## src/rtl/sfpd_pkg.sv

```systemverilog
// ----------------------------------------------------------------------------
// sfpd_pkg: shared constants for the serial frame parser
// Frame delimiters, reset values of the held target and configuration
// register indexes used by the frame parser and its dispatch logic.
// ----------------------------------------------------------------------------
package sfpd_pkg;

  localparam logic [7:0] HDR_FIRST  = 8'hAA;
  localparam logic [7:0] HDR_SECOND = 8'h55;
  localparam logic [7:0] FRAME_END  = 8'h5D;

  localparam logic [7:0] LAND_X_RESET = 8'd80;
  localparam logic [7:0] LAND_Y_RESET = 8'd60;

  localparam int unsigned CODE_COUNT = 6;
  localparam int unsigned CFG_IDX_W  = 3;
  localparam int unsigned MATCH_W    = 3;

  // Configuration register indexes, also the match index of each code.
  localparam logic [CFG_IDX_W-1:0] CFG_CODE_HEIGHT      = 3'd0;
  localparam logic [CFG_IDX_W-1:0] CFG_CODE_POSITION    = 3'd1;
  localparam logic [CFG_IDX_W-1:0] CFG_CODE_SEARCH      = 3'd2;
  localparam logic [CFG_IDX_W-1:0] CFG_CODE_LANDING     = 3'd3;
  localparam logic [CFG_IDX_W-1:0] CFG_CODE_RANGES_LOW  = 3'd4;
  localparam logic [CFG_IDX_W-1:0] CFG_CODE_RANGES_HIGH = 3'd5;
  localparam logic [MATCH_W-1:0]   MATCH_NONE           = 3'd6;

  typedef logic [7:0] byte_t;
  typedef byte_t [3:0] payload_t;

endpackage

```

## src/rtl/serial_frame_parser_dispatch.sv

```systemverilog
// ----------------------------------------------------------------------------
// serial_frame_parser_dispatch: fixed-length serial frame parser
// Recognizes frames AA 55 <cmd> <p0> <p1> <p2> <p3> 5D in a byte stream,
// matches the command against six programmable codes and updates the held
// values, then reports the match index together with every held value.
// ----------------------------------------------------------------------------
//
//   Channel   Direction  Handshake             Payload
//   -------   ---------  --------------------  ---------------------------------
//   in        sink       in_valid_i/in_ready_o byte_in_i
//   out       source     out_valid_o/out_ready_i matched_command_o, held values
//   cfg       sink       cfg_we_i (no wait)    cfg_index_i, cfg_wdata_i
//
// Every byte is handled in the cycle it is accepted, and a new frame can begin
// before a result is taken. A request leaves in the cycle after its footer.
// Reset clears the parser, restores the default command codes and the held
// values; the payload buffer is not reset. The input stalls only when the
// footer byte is due while an earlier result still waits at the output;
// every other byte is taken even while the output is stalled.
// ----------------------------------------------------------------------------
module serial_frame_parser_dispatch (
  input  logic                          clk_i,
  input  logic                          rst_ni,
  // Configuration write port.
  input  logic                          cfg_we_i,
  input  logic [sfpd_pkg::CFG_IDX_W-1:0] cfg_index_i,
  input  logic [7:0]                    cfg_wdata_i,
  // Byte stream.
  input  logic                          in_valid_i,
  output logic                          in_ready_o,
  input  logic [7:0]                    byte_in_i,
  // Frame results.
  output logic                          out_valid_o,
  input  logic                          out_ready_i,
  output logic [sfpd_pkg::MATCH_W-1:0]  matched_command_o,
  output logic [15:0]                   height_o,
  output logic [15:0]                   pos_x_o,
  output logic [15:0]                   pos_y_o,
  output logic [7:0]                    search_char_o,
  output logic [7:0]                    search_num_o,
  output logic [7:0]                    land_x_o,
  output logic [7:0]                    land_y_o,
  output logic [15:0]                   range_0_o,
  output logic [15:0]                   range_1_o,
  output logic [15:0]                   range_2_o,
  output logic [15:0]                   range_3_o
);
  import sfpd_pkg::*;

  // Parser phases. Unused encodings behave like hunting.
  localparam logic [2:0] PH_HUNT   = 3'd0;
  localparam logic [2:0] PH_SECOND = 3'd1;
  localparam logic [2:0] PH_CMD    = 3'd2;
  localparam logic [2:0] PH_DATA   = 3'd3;
  localparam logic [2:0] PH_FOOTER = 3'd4;

  logic [2:0]   phase_q, phase_d;
  byte_t        command_q, command_d;
  logic [1:0]   count_q, count_d;
  payload_t     payload_q;
  byte_t        codes_q [CODE_COUNT];

  logic [15:0]  height_q, height_d;
  logic [15:0]  pos_x_q, pos_x_d, pos_y_q, pos_y_d;
  byte_t        search_char_q, search_char_d, search_num_q, search_num_d;
  byte_t        land_x_q, land_x_d, land_y_q, land_y_d;
  logic [15:0]  range_0_q, range_0_d, range_1_q, range_1_d;
  logic [15:0]  range_2_q, range_2_d, range_3_q, range_3_d;

  logic [MATCH_W-1:0] match_q, match_d;
  logic               out_valid_q, out_valid_d;

  logic         in_fire;
  logic         frame_done;
  logic         payload_we;
  logic [MATCH_W-1:0] hit;
  logic [15:0]  word_lo, word_hi;

  // A result can only be produced by the footer byte, so every other byte
  // is accepted regardless of the output side.
  assign in_ready_o = (phase_q != PH_FOOTER) || !out_valid_q || out_ready_i;
  assign in_fire    = in_valid_i && in_ready_o;
  assign frame_done = in_fire && (phase_q == PH_FOOTER) && (byte_in_i == FRAME_END);
  assign payload_we = in_fire && (phase_q == PH_DATA);

  // Parser state machine.
  always_comb begin
    phase_d   = phase_q;
    command_d = command_q;
    count_d   = count_q;
    if (in_fire) begin
      unique case (phase_q)
        PH_SECOND: begin
          phase_d = (byte_in_i == HDR_SECOND) ? PH_CMD : PH_HUNT;
        end
        PH_CMD: begin
          command_d = byte_in_i;
          count_d   = 2'd0;
          phase_d   = PH_DATA;
        end
        PH_DATA: begin
          count_d = count_q + 2'd1;
          if (count_q == 2'd3) begin
            phase_d = PH_FOOTER;
          end
        end
        PH_FOOTER: begin
          count_d = 2'd0;
          phase_d = PH_HUNT;
        end
        default: begin
          phase_d = (byte_in_i == HDR_FIRST) ? PH_SECOND : PH_HUNT;
        end
      endcase
    end
  end

  // Priority match: the lowest-numbered equal code wins.
  always_comb begin
    hit = MATCH_NONE;
    for (int k = CODE_COUNT - 1; k >= 0; k--) begin
      if (codes_q[k] == command_q) begin
        hit = MATCH_W'(k);
      end
    end
  end

  // Payload bytes are big-endian pairs.
  assign word_lo = {payload_q[0], payload_q[1]};
  assign word_hi = {payload_q[2], payload_q[3]};

  always_comb begin
    height_d      = height_q;
    pos_x_d       = pos_x_q;
    pos_y_d       = pos_y_q;
    search_char_d = search_char_q;
    search_num_d  = search_num_q;
    land_x_d      = land_x_q;
    land_y_d      = land_y_q;
    range_0_d     = range_0_q;
    range_1_d     = range_1_q;
    range_2_d     = range_2_q;
    range_3_d     = range_3_q;
    match_d       = match_q;
    if (frame_done) begin
      match_d = hit;
      unique case (hit)
        CFG_CODE_HEIGHT: begin
          height_d = word_lo;
        end
        CFG_CODE_POSITION: begin
          pos_x_d = word_lo;
          pos_y_d = word_hi;
        end
        CFG_CODE_SEARCH: begin
          search_char_d = payload_q[0];
          search_num_d  = payload_q[1];
        end
        CFG_CODE_LANDING: begin
          land_x_d = payload_q[0];
          land_y_d = payload_q[1];
        end
        CFG_CODE_RANGES_LOW: begin
          range_0_d = word_lo;
          range_1_d = word_hi;
        end
        CFG_CODE_RANGES_HIGH: begin
          range_2_d = word_lo;
          range_3_d = word_hi;
        end
        default: begin
        end
      endcase
    end
  end

  // The held values are not touched while a result waits, except at the edge
  // where that result is taken, so they can drive the outputs directly.
  always_comb begin
    out_valid_d = out_valid_q;
    if (frame_done) begin
      out_valid_d = 1'b1;
    end else if (out_ready_i) begin
      out_valid_d = 1'b0;
    end
  end

  always_ff @(posedge clk_i or negedge rst_ni) begin
    if (!rst_ni) begin
      phase_q       <= PH_HUNT;
      command_q     <= '0;
      count_q       <= '0;
      out_valid_q   <= 1'b0;
      match_q       <= MATCH_NONE;
      height_q      <= '0;
      pos_x_q       <= '0;
      pos_y_q       <= '0;
      search_char_q <= '0;
      search_num_q  <= '0;
      land_x_q      <= LAND_X_RESET;
      land_y_q      <= LAND_Y_RESET;
      range_0_q     <= '0;
      range_1_q     <= '0;
      range_2_q     <= '0;
      range_3_q     <= '0;
    end else begin
      phase_q       <= phase_d;
      command_q     <= command_d;
      count_q       <= count_d;
      out_valid_q   <= out_valid_d;
      match_q       <= match_d;
      height_q      <= height_d;
      pos_x_q       <= pos_x_d;
      pos_y_q       <= pos_y_d;
      search_char_q <= search_char_d;
      search_num_q  <= search_num_d;
      land_x_q      <= land_x_d;
      land_y_q      <= land_y_d;
      range_0_q     <= range_0_d;
      range_1_q     <= range_1_d;
      range_2_q     <= range_2_d;
      range_3_q     <= range_3_d;
    end
  end

  // Command codes reset to 1..6; writes beyond the last register are dropped.
  always_ff @(posedge clk_i or negedge rst_ni) begin
    if (!rst_ni) begin
      for (int k = 0; k < CODE_COUNT; k++) begin
        codes_q[k] <= 8'(k + 1);
      end
    end else if (cfg_we_i) begin
      for (int k = 0; k < CODE_COUNT; k++) begin
        if (cfg_index_i == CFG_IDX_W'(k)) begin
          codes_q[k] <= cfg_wdata_i;
        end
      end
    end
  end

  // Payload buffer, always filled before the footer reads it.
  always_ff @(posedge clk_i) begin
    if (payload_we) begin
      payload_q[count_q] <= byte_in_i;
    end
  end

  assign out_valid_o       = out_valid_q;
  assign matched_command_o = match_q;
  assign height_o          = height_q;
  assign pos_x_o           = pos_x_q;
  assign pos_y_o           = pos_y_q;
  assign search_char_o     = search_char_q;
  assign search_num_o      = search_num_q;
  assign land_x_o          = land_x_q;
  assign land_y_o          = land_y_q;
  assign range_0_o         = range_0_q;
  assign range_1_o         = range_1_q;
  assign range_2_o         = range_2_q;
  assign range_3_o         = range_3_q;

  // A correct footer always produces a request in the following cycle.
  a_footer_result: assert property (@(posedge clk_i) disable iff (!rst_ni)
    frame_done |=> out_valid_o)
    else $error("footer byte did not produce a result");

  // Bytes outside the footer phase never change height, pos_x, range_0, range_3 or land_x.
  a_held_stable: assert property (@(posedge clk_i) disable iff (!rst_ni)
    (in_fire && phase_q != PH_FOOTER) |=>
      ($stable(height_q) && $stable(pos_x_q) && $stable(range_0_q) &&
       $stable(range_3_q) && $stable(land_x_q)))
    else $error("held value changed outside a frame end");

  // A reported match index is always a code index or the no-match value.
  a_match_range: assert property (@(posedge clk_i) disable iff (!rst_ni)
    out_valid_o |-> (match_q <= MATCH_NONE))
    else $error("match index out of range");

endmodule
```

## config.mk

```make
export PLATFORM = sky130hd
export DESIGN_NAME = serial_frame_parser_dispatch
export DESIGN_NICKNAME = d
export VERILOG_FILES = /design/src/rtl/sfpd_pkg.sv /design/src/rtl/serial_frame_parser_dispatch.sv
export SDC_FILE = /design/constraint.sdc
export NUM_CORES = 1
export LEC_CHECK = 0
export BUFFER_PORTS_ARGS = -buffer_cell sky130_fd_sc_hd__buf_2
export CORE_MARGIN = 2
export CORE_UTILIZATION = 50
export DETAILED_ROUTE_END_ITERATION = 8
export PLACE_DENSITY = 0.72
export SETUP_SLACK_MARGIN = 0.3
export SYNTH_ARGS = -nofsm -noshare
export SYNTH_HDL_FRONTEND = slang
export SYNTH_SLANG_ARGS = --single-unit
```

## constraint.sdc

```tcl
create_clock -name clk_i -period 2.35 [get_ports clk_i]
set_input_delay 0.3525 -clock clk_i [delete_from_list [all_inputs] [get_ports clk_i]]
set_output_delay 0.3525 -clock clk_i [all_outputs]
set_load 0.01 [all_outputs]
```

==> impl_metrics.tcl, run 1 <==
set metrics [dict create \
    setup_tns_ns -3.41 \
    routedWlPerCell_um 22.1 \
    chipHeight_um 145 \
    grtUsageMet1_pct 33.0 \
    critical_path.endpoint_type "register" \
    cts_tree "built" \
    finalPower_mw 11.2 \
    first_pass_iters 4 \
    critPathMaxFanout 8 \
    nets 888 \
    ys_types 46 \
    ys_seq_area_share_pct 62.7 \
    violations "negative setup slack" \
    period_share_pct 105 \
    antenna_cells 0 \
    start_util_pct 50.9 \
    slew_viol_final 0 \
    leakage_nw 6.66 \
    gp_congestion 0.828 \
    drive_gt1_share_pct 62.3 \
    status "complete, but fails checks" \
    syn_nets 637 \
    cts_buffer_depth 3 \
    drv_cap 0 \
    ys_ff_latch 241 \
    holdCritPathClass "input port to register" \
    die_x_um 145 \
    rsz0062_at_grt "yes" \
    layout_commonest_cell "dfrtp_1" \
    post-route-drc-count 0 \
    grt_pass1_vias 6464 \
    finClkSkew_ns 0.00705 \
    mostFrequentLayoutCells "188 x dfrtp_1, 171 x buf_2, 117 x mux2_4" \
    syn_area_um2 9910 \
    cts.clk_slew.worst_paths_ns 0.06 \
    timing.final.crit_period_ns 2.46 \
    grt-busiest-layer "met2" \
    num_vias 6155 \
    clkSinkCount 241 \
    setup_viol 74 \
    areaGrowthSynthToFinish_pct 32.9 \
    globalRoute.totalOverflow 0 \
    wirelength_um 25300 \
    clk_latency_ns 0.50 \
    drt-initial-drc-count 365 \
    cellPowerDensity_nw_per_um2 854 \
    port_buffers 172 \
    antenna_found_initial 0 \
    postRouteAntennaNets 0 \
    grt_max_degree 56 \
    synth_edf_count 32 \
    met3_usage_pct 3.46 \
    slew_headroom_pct 55.1 \
    synth_warnings 0 \
    h-tree-depth 1 \
    hpwlAfterDp_um 15800 \
    worst_ep_arrival_time_ns 2.84 \
    synthCells 609 \
    ios 173 \
    final_core_util_pct 67.7 \
    grt.total_usage_pct 23.9 \
    crit_required_ns 2.74 \
    async_reset_ff_share_pct 86.7 \
    coreArea_um2 19500 \
    vdd_drop_max_mv 0.640 \
    critPathLaunchType "register" \
    setup_slack_ns -0.107 \
    worst_pin_slew_ns 0.670 \
    grt.met2_usage_pct 40.0 \
    grt_pass1_wl_um 38100 \
    fmax_mhz 407 \
    die_area_um2 21000 \
    rows 51 \
    cts_made_buffers 25 \
    hold_viol 0 \
    synthFlopType "dfrtp_1" \
    clockRootBuffer "clkbuf_16" \
    worstSetupPathType "register to register" \
    via_per_inst 5.38 \
    syn_area_per_cell_um2 16.3 \
]
-- path summary, 6_finish.rpt --
kind | from | endpoint | slack, ns | cells after the start
max reg2reg | command_q[5] | range_3_o[11] | -0.11 | 8
max in group asynchronous | rst_ni | land_y_o[2] | 1.27 | 3
min reg2reg | height_o[8] | height_o[8] | 0.50 | 1
min | out_ready_i | out_valid_o | 0.15 | 3
max | command_q[5] | range_3_o[11] | -0.11 | 8
min in group asynchronous | rst_ni | height_o[14] | 0.38 | 2
-- flip-flops by register name, indices dropped and copies added (netlist names) --
name and count:
codes_q 48, payload_q 32, height_o 16, pos_x_o 16, pos_y_o 16, range_0_o 16
range_1_o 16, range_2_o 16, range_3_o 16, command_q 8, land_x_o 8, land_y_o 8
search_char_o 8, search_num_o 8, matched_command_o 3, phase_q 3, count_q 2, out_valid_o 1
-- area by class of cell --
| cell class | count | area (um^2) |
|---|---|---|
| Clock buffer | 31 | 699 |
| Timing Repair Buffer | 253 | 1820 |
| Tap cell | 265 | 332 |
| Inverter | 4 | 15.0 |
| Sequential cell | 241 | 6220 |
| Clock inverter | 14 | 143 |
| Multi-Input combinational cell | 335 | 3940 |
| Fill cell | 1355 | 6290 |
-- synth_stat cells (3+ instances only) --
cell type | n | area, um^2
and2_1 | 5 | 31.3
buf_6 | 5 | 56.3
buf_2 | 11 | 55.1
mux2_2 | 160 | 1800
inv_1 | 4 | 15.0
dfrtp_1 | 192 | 4800
nand4_1 | 8 | 50.1
xnor2_1 | 32 | 280
ha_1 | 4 | 50.1
clkbuf_1 | 6 | 22.5
edfxtp_1 | 32 | 961
a21oi_1 | 4 | 20.0
nor2_1 | 8 | 30.0
o21ai_0 | 5 | 25.0
dfstp_2 | 17 | 447
buf_4 | 7 | 52.6
nand4b_1 | 3 | 26.3
xor2_1 | 16 | 140
mux2_4 | 40 | 601
nor4bb_1 | 5 | 50.1
nand2_1 | 13 | 48.8
-- per-stage QoR --
stage / cells / setup slack, ns / cell area [um^2] / hold WS [ns]
final: 1143 / -0.107 / 13200 / 0.149
after detailed placement: 1065 / -0.0147 / 11400 / 0.351
after floorplan: 609 / 0.231 / 9960 / 0.0569
after global routing: 1143 / -0.172 / 13200 / 0.158
after CTS: 1131 / -0.00209 / 12900 / 0.136
after global placement: 1065 / 0.0226 / 11400 / 0.345
-- layer usage --
metal / up-vias / wire (um) / share of wire, %
li1: 2673 / - / -
met1: 3214 / 11000 / 44
met2: 215 / 12100 / 48
met3: 53 / 1410 / 5.6
met4: 0 / 715 / 2.8
met5: - / 0 / 0
-- power breakdown --
group	leakage, nW	total [mW]	switching (mW)	internal [mW]
clock network	0.419	4.02	1.59	2.43
registers	3.04	5.07	0.415	4.65
logic	3.20	2.16	1.00	1.15
-- logic make-up (layout without fill, tap and decap cells) --
group                      Yosys count  count (layout)  synth area share (%)
AOI/OAI and AO/OA                   19              19                  1.48
adders and majority gates            4               4                 0.505
muxes                              200             200                  24.2
buffers and inverters               33             302                  2.03
DFF                                241             241                  62.7
and+or+nand+nor                     64              64                  4.80
xor gates and xnor gates            48              48                  4.24
-- critical path, stage by stage (launching register included) --
cell	delay (ns)
dfrtp_1	0.42
buf_6	0.16
xor2_2	0.18
nor4_4	0.34
nand2_2	0.12
a21oi_2	0.24
o2111ai_4	0.27
clkbuf_16	0.28
mux2_4	0.30
-- repair_timing --
| item | 4_1_cts | 5_1_grt |
|---|---|---|
| gates cloned | 6 | 3 |
| endpoints found under the setup margin | 128 | 154 |
| resized for setup | 98 | 31 |
| pin swaps | 7 | 13 |
| setup buffers | 14 | 9 |
| hold buffers | 1 | 0 |
| endpoints found under the hold margin | 47 | 0 |
Power figures use the tool's default switching activity.
==> run 2: changes to the inputs <==
--- a/config.mk
+++ b/config.mk
@@ -6,7 +6,7 @@
 export NUM_CORES = 1
 export LEC_CHECK = 0
 export BUFFER_PORTS_ARGS = -buffer_cell sky130_fd_sc_hd__buf_2
-export CORE_MARGIN = 2
+export CORE_MARGIN = 5
 export CORE_UTILIZATION = 50
 export DETAILED_ROUTE_END_ITERATION = 8
 export PLACE_DENSITY = 0.72
==> run 2 against run 1 <==
The run now ends clean. Count of clock-buffer cells in the layout grew 5. Fmax rose by 5.6%. First-iteration DRC count down 18%. Clock power increased by 2%. Critical path depth increased by 2. Global-route usage down 1.6 points. Worst hold slack hardly changed. Sequential share of layout area fell by 0.054 points. Setup slack improved by 0.13 ns. Utilization grew 0.077 points. Critical path type unchanged. Largest cell class unchanged. Largest power group unchanged.
==> impl_metrics.tcl, run 2 (synthesis gave the netlist of run 1 again) <==
set metrics [dict create \
    rsz0062_at_grt "yes" \
    drv_cap 0 \
    critPathMaxFanout 8 \
    ios 173 \
    postRouteAntennaNets 0 \
    grtUsageMet1_pct 30.4 \
    grt-busiest-layer "met2" \
    gp_congestion 0.881 \
    r2r-end "range_0_o[15]" \
    drt-initial-drc-count 298 \
    port_buffers 172 \
    hold_viol 0 \
    rows 51 \
    first_pass_iters 4 \
    post-route-drc-count 0 \
    globalRoute.totalOverflow 0 \
    slew_viol_final 0 \
    cts_made_buffers 25 \
    antenna_found_initial 1 \
    cts_tree "built" \
    cpPeakStageDelay_ns 0.40 \
    finClkSkew_ns 0.0122 \
    grt.met2_usage_pct 37.6 \
    drive_gt1_share_pct 62.2 \
    cpMostUsedCell "buf_6" \
    setup_tns_ns 0 \
    holdPathStages 2 \
    largest_register_ffs 48 \
    hpwlAfterDp_um 16500 \
    leakage_nw 6.65 \
    cts.clk_slew.worst_paths_ns 0.06 \
    cellPowerDensity_nw_per_um2 850 \
    status "finished clean" \
    period_share_pct 99.0 \
    fmax_mhz 430 \
    areaGrowthSynthToFinish_pct 33.1 \
    n_fill_cell 1329 \
    layout_commonest_cell "dfrtp_1" \
    grt_max_degree 65 \
    grt_pass1_vias 6654 \
    vdd_drop_max_mv 0.860 \
    cts_buffer_depth 3 \
    die_x_um 151 \
    mostFrequentLayoutCells "188 x dfrtp_1, 171 x buf_2, 114 x mux2_4" \
    setup_viol 0 \
    clk_latency_ns 0.53 \
    min_to "codes_q[22]" \
    met3_usage_pct 3.32 \
    coreArea_um2 19500 \
    r2r_start "command_q[6]" \
    worst_pin_slew_ns 0.720 \
    critPathLaunchType "register" \
    h-tree-depth 1 \
    worst_ep_arrival_time_ns 2.73 \
    start_util_pct 50.9 \
    slowest_stage "dfrtp_1" \
    die_area_um2 22700 \
    chipHeight_um 151 \
    reg.largest.list "codes_q x48, payload_q x32" \
    critical_path.endpoint_type "register" \
    hold_start "cfg_wdata_i[6]" \
    setup_slack_ns 0.0242 \
    clockRootBuffer "clkbuf_16" \
    via_per_inst 5.34 \
    top_register "codes_q" \
    slew_headroom_pct 51.7 \
    grt.total_usage_pct 22.3 \
    num_vias 6139 \
    dp_slack_ns -0.0138 \
    r2r_slack_ns 0.02 \
    grt_pass1_wl_um 38900 \
    holdCritPathClass "input port to register" \
    timing.final.crit_period_ns 2.33 \
    clkSinkCount 241 \
    crit_chain "buf_6 -> xor2_2 -> nor4_2 -> nand2_1 -> buf_6 -> nand4b_1 -> buf_6 -> buf_12 -> buf_16 -> mux2_2" \
    crit_required_ns 2.76 \
    nets 892 \
    routedWlPerCell_um 22.5 \
    rr_worst_depth 10 \
    wirelength_um 25800 \
    worstSetupPathType "register to register" \
]
==> run 2: report_power, final <==
| group | switching, mW | internal, mW |
|---|---|---|
| clock | 1.63 | 2.47 |
| sequential | 0.375 | 4.65 |
| combinational | 0.986 | 1.10 |
==> run 2: layer usage <==
metal	part of all wire [%]	vias to the layer above
met5	0	-
met4	2.7	0
met3	5.5	48
met2	49	198
met1	42	3200
li1	-	2693
==> run 2: worst max path at each step <==
stage / start / depth (start not counted) / slack (ns) / end
after floorplan: out_valid_o / 7 / 0.23 / land_x_o[5]
after global placement: command_q[6] / 8 / 0.08 / range_2_o[4]
after detailed placement: command_q[4] / 8 / -0.01 / range_0_o[6]
after CTS: command_q[6] / 10 / 0.08 / range_0_o[15]
after global routing: command_q[6] / 12 / -0.03 / range_0_o[10]
final: command_q[6] / 10 / 0.02 / range_0_o[15]
==> run 2: layout make-up <==
| type | count | area (um^2) | share of cell area, % |
|---|---|---|---|
| Sequential cell | 241 | 6220 | 47.2 |
| Multi-Input combinational cell | 335 | 3890 | 29.5 |
| Timing Repair Buffer | 257 | 1870 | 14.2 |
| Clock buffer | 36 | 718 | 5.45 |
| Tap cell | 265 | 332 | 2.51 |
| Clock inverter | 10 | 139 | 1.05 |
| Inverter | 4 | 15.0 | 0.114 |
| Antenna cell | 1 | 2.50 | 0.0190 |
==> run 2: worst max-delay path, delay by kind of cell, from the launching register on <==
family	cells	cell delay [ns]
muxes	1	0.33
buffers and inverters	5	0.70
DFF	1	0.40
and+or+nand+nor	3	0.61
xor gates and xnor gates	1	0.18
==> run 2: metrics by stage <==
stage               hold slack, ns  area (um^2)  util, %  total power [mW]  instances
floorplan                   0.0569         9960        -              6.24        609
finish                       0.149        13200     67.7              11.2       1149
detailed placement           0.355        11400     58.5              6.85       1063
global route                 0.147        13200     67.7              11.7       1149
global placement             0.347        11400     58.5              6.76       1063
CTS                          0.134        12900     66.3              11.2       1140
==> run 2: what timing repair did <==
item / CTS / global route
setup buffers: 24 / 7
pin swaps: 4 / 10
resized for setup: 71 / 49
hold buffers: 1 / 0
endpoints found under the hold margin: 47 / 0
setup endpoints to repair: 144 / 145
gates cloned: 6 / 1
==> run 3: changes to the inputs <==
--- a/config.mk
+++ b/config.mk
@@ -6,11 +6,13 @@
 export NUM_CORES = 1
 export LEC_CHECK = 0
 export BUFFER_PORTS_ARGS = -buffer_cell sky130_fd_sc_hd__buf_2
+export CAP_MARGIN = 0
 export CORE_MARGIN = 5
 export CORE_UTILIZATION = 50
 export DETAILED_ROUTE_END_ITERATION = 8
+export GPL_ROUTABILITY_DRIVEN = 0
 export PLACE_DENSITY = 0.72
-export SETUP_SLACK_MARGIN = 0.3
+export SETUP_SLACK_MARGIN = 0.5
 export SYNTH_ARGS = -nofsm -noshare
 export SYNTH_HDL_FRONTEND = slang
 export SYNTH_SLANG_ARGS = --single-unit
==> run 3 against run 2 <==
The run now ends with negative setup slack left. Worst hold slack got worse by 0.019 ns. Sequential power grew 1%. Setup slack lost 0.035 ns. Final area fell by 0.38%. Fmax shrank 1.5%. First-iteration DRC count decreased by 2.0%. Power decreased by 2.0%. Clock power shrank 8.6%. Non-clock buffer count fell by 6. Die area stayed put. Global-route usage shrank 0.55 points. Cell count down 0.61%. Largest power group unchanged. Highest routed layer unchanged.
==> impl_metrics.tcl, run 3 (synthesis gave the netlist of run 1 again) <==
set metrics [dict create \
    status "complete, but fails checks" \
    violations "negative setup slack" \
    r2r_slack_ns -0.01 \
    cts_tree "built" \
    critical_path.endpoint_type "register" \
    largest_register_ffs 48 \
    via_per_inst 5.39 \
    n_fill_cell 1332 \
    register_area_um2 6220 \
    mostFrequentLayoutCells "189 x dfrtp_1, 170 x buf_2, 115 x mux2_4" \
    first_pass_iters 4 \
    slew_headroom_pct 58.3 \
    cts_made_buffers 25 \
    port_buffers 172 \
    holdCritPathClass "input port to register" \
    post-route-drc-count 0 \
    drv_cap 0 \
    die_area_um2 22700 \
    finClkSkew_ns 0.00700 \
    setup_tns_ns -0.0355 \
    cpPeakStageDelay_ns 0.38 \
    clockRootBuffer "clkbuf_16" \
    start_util_pct 50.9 \
    slowest_stage "dfrtp_1" \
    reg.largest.list "codes_q x48, payload_q x32" \
    cts.clk_slew.worst_paths_ns 0.06 \
    cpMostUsedCell "buf_6" \
    clkSinkCount 241 \
    holdPathStages 3 \
    grt_pass1_vias 6520 \
    cellPowerDensity_nw_per_um2 836 \
    num_vias 6151 \
    vdd_drop_max_mv 0.539 \
    setup_slack_ns -0.0104 \
    multiInputGateArea_um2 3960 \
    crit_required_ns 2.75 \
    rr_worst_depth 11 \
    antenna_found_initial 0 \
    worstSetupPathType "register to register" \
    crit_chain "buf_6 -> buf_6 -> xnor2_2 -> nand4_1 -> nor2_4 -> nor3_4 -> buf_6 -> nand4b_1 -> buf_6 -> buf_12 -> mux2_2" \
    critPathMaxFanout 10 \
    period_share_pct 100 \
    drive_gt1_share_pct 62.4 \
    coreArea_um2 19500 \
    nets 886 \
    clk_latency_ns 0.52 \
    cts_buffer_depth 3 \
    grt_pass1_wl_um 38200 \
    areaGrowthSynthToFinish_pct 32.6 \
    grt_max_degree 103 \
    wirelength_um 25600 \
    slew_viol_final 0 \
    hold_viol 0 \
    rsz0062_at_grt "yes" \
    critPathLaunchType "register" \
    worst_ep_arrival_time_ns 2.76 \
    hpwlAfterDp_um 16700 \
    ios 173 \
    drt-initial-drc-count 292 \
    postRouteAntennaNets 0 \
    timing.final.crit_period_ns 2.36 \
    grt.total_usage_pct 21.7 \
    layout_commonest_cell "dfrtp_1" \
    leakage_nw 6.64 \
    worst_pin_slew_ns 0.622 \
    globalRoute.totalOverflow 0 \
    final_core_util_pct 67.5 \
    rows 51 \
    h-tree-depth 1 \
    fmax_mhz 424 \
    routedWlPerCell_um 22.4 \
    antenna_cells 0 \
    chipHeight_um 151 \
    top_register "codes_q" \
    setup_viol 5 \
    die_x_um 151 \
]
## run 3: cell count changes in the layout (fill, tap and decap cells not counted), sizes merged
| cell | previous run | this run |
|---|---|---|
| buf | 254 | 248 |
| bufinv | 3 | 1 |
| clkbuf | 38 | 34 |
| clkinv | 6 | 12 |
| diode | 1 | 0 |
## run 3: metrics by stage
stage | power, mW | setup WS, ns | hold slack (ns) | instance area [um^2] | cells
6_report | 11.0 | -0.0104 | 0.130 | 13100 | 1142
5_1_grt | 11.4 | -0.0915 | 0.124 | 13100 | 1142
4_1_cts | 10.8 | 0.0467 | 0.127 | 12800 | 1131
3_5_place_dp | 6.88 | 0.0330 | 0.215 | 11500 | 1064
3_3_place_gp | 6.79 | 0.0787 | 0.214 | 11500 | 1064
2_1_floorplan | 6.25 | 0.231 | 0.0569 | 10100 | 609
## run 3: final timing paths
kind                                   endpoint            startpoint
max in group asynchronous            codes_q[2]                rst_ni
setup / recovery                  range_1_o[15]          command_q[4]
setup reg to reg                  range_1_o[15]          command_q[4]
hold / removal                      out_valid_o           out_ready_i
hold reg to reg            matched_command_o[2]  matched_command_o[2]
min in group asynchronous      search_char_o[5]                rst_ni
## run 3: repair_timing
action / CTS / global route
buffers inserted: 13 / 10
hold buffers: 1 / 0
endpoints found under the hold margin: 61 / 0
pin swaps: 13 / 16
setup endpoints to repair: 170 / 156
resized for setup: 74 / 50
gates cloned: 7 / 1
## run 3: metal layers
layer / global-route usage (%) / part of all wire, % / vias up / wire length [um]
li1: - / - / 2673 / -
met1: 29.4 / 42 / 3203 / 10700
met2: 36.1 / 49 / 221 / 12500
met3: 3.56 / 6.5 / 54 / 1670
met4: 7.07 / 3.2 / 0 / 812
met5: 0 / 0 / - / 0
## run 3: critical path, delay by kind of cell (launching register included)
kind / cells / cell delay [ns]
buf+inv: 5 / 0.72
flops: 1 / 0.38
simple gates: 4 / 0.65
mux: 1 / 0.34
xor+xnor: 1 / 0.16
## run 3: power breakdown
part,internal (mW),switching (mW),leakage (nW)
clock network,2.15,1.59,0.391
logic,1.16,1.01,3.21
registers,4.65,0.419,3.04
## run 3: layout make-up
cell class | count | area share (%)
Multi-Input combinational cell | 335 | 30.2
Tap cell | 265 | 2.52
Timing Repair Buffer | 251 | 14.0
Sequential cell | 241 | 47.3
Clock buffer | 32 | 5.19
Inverter | 4 | 0.114
Clock inverter | 14 | 0.714
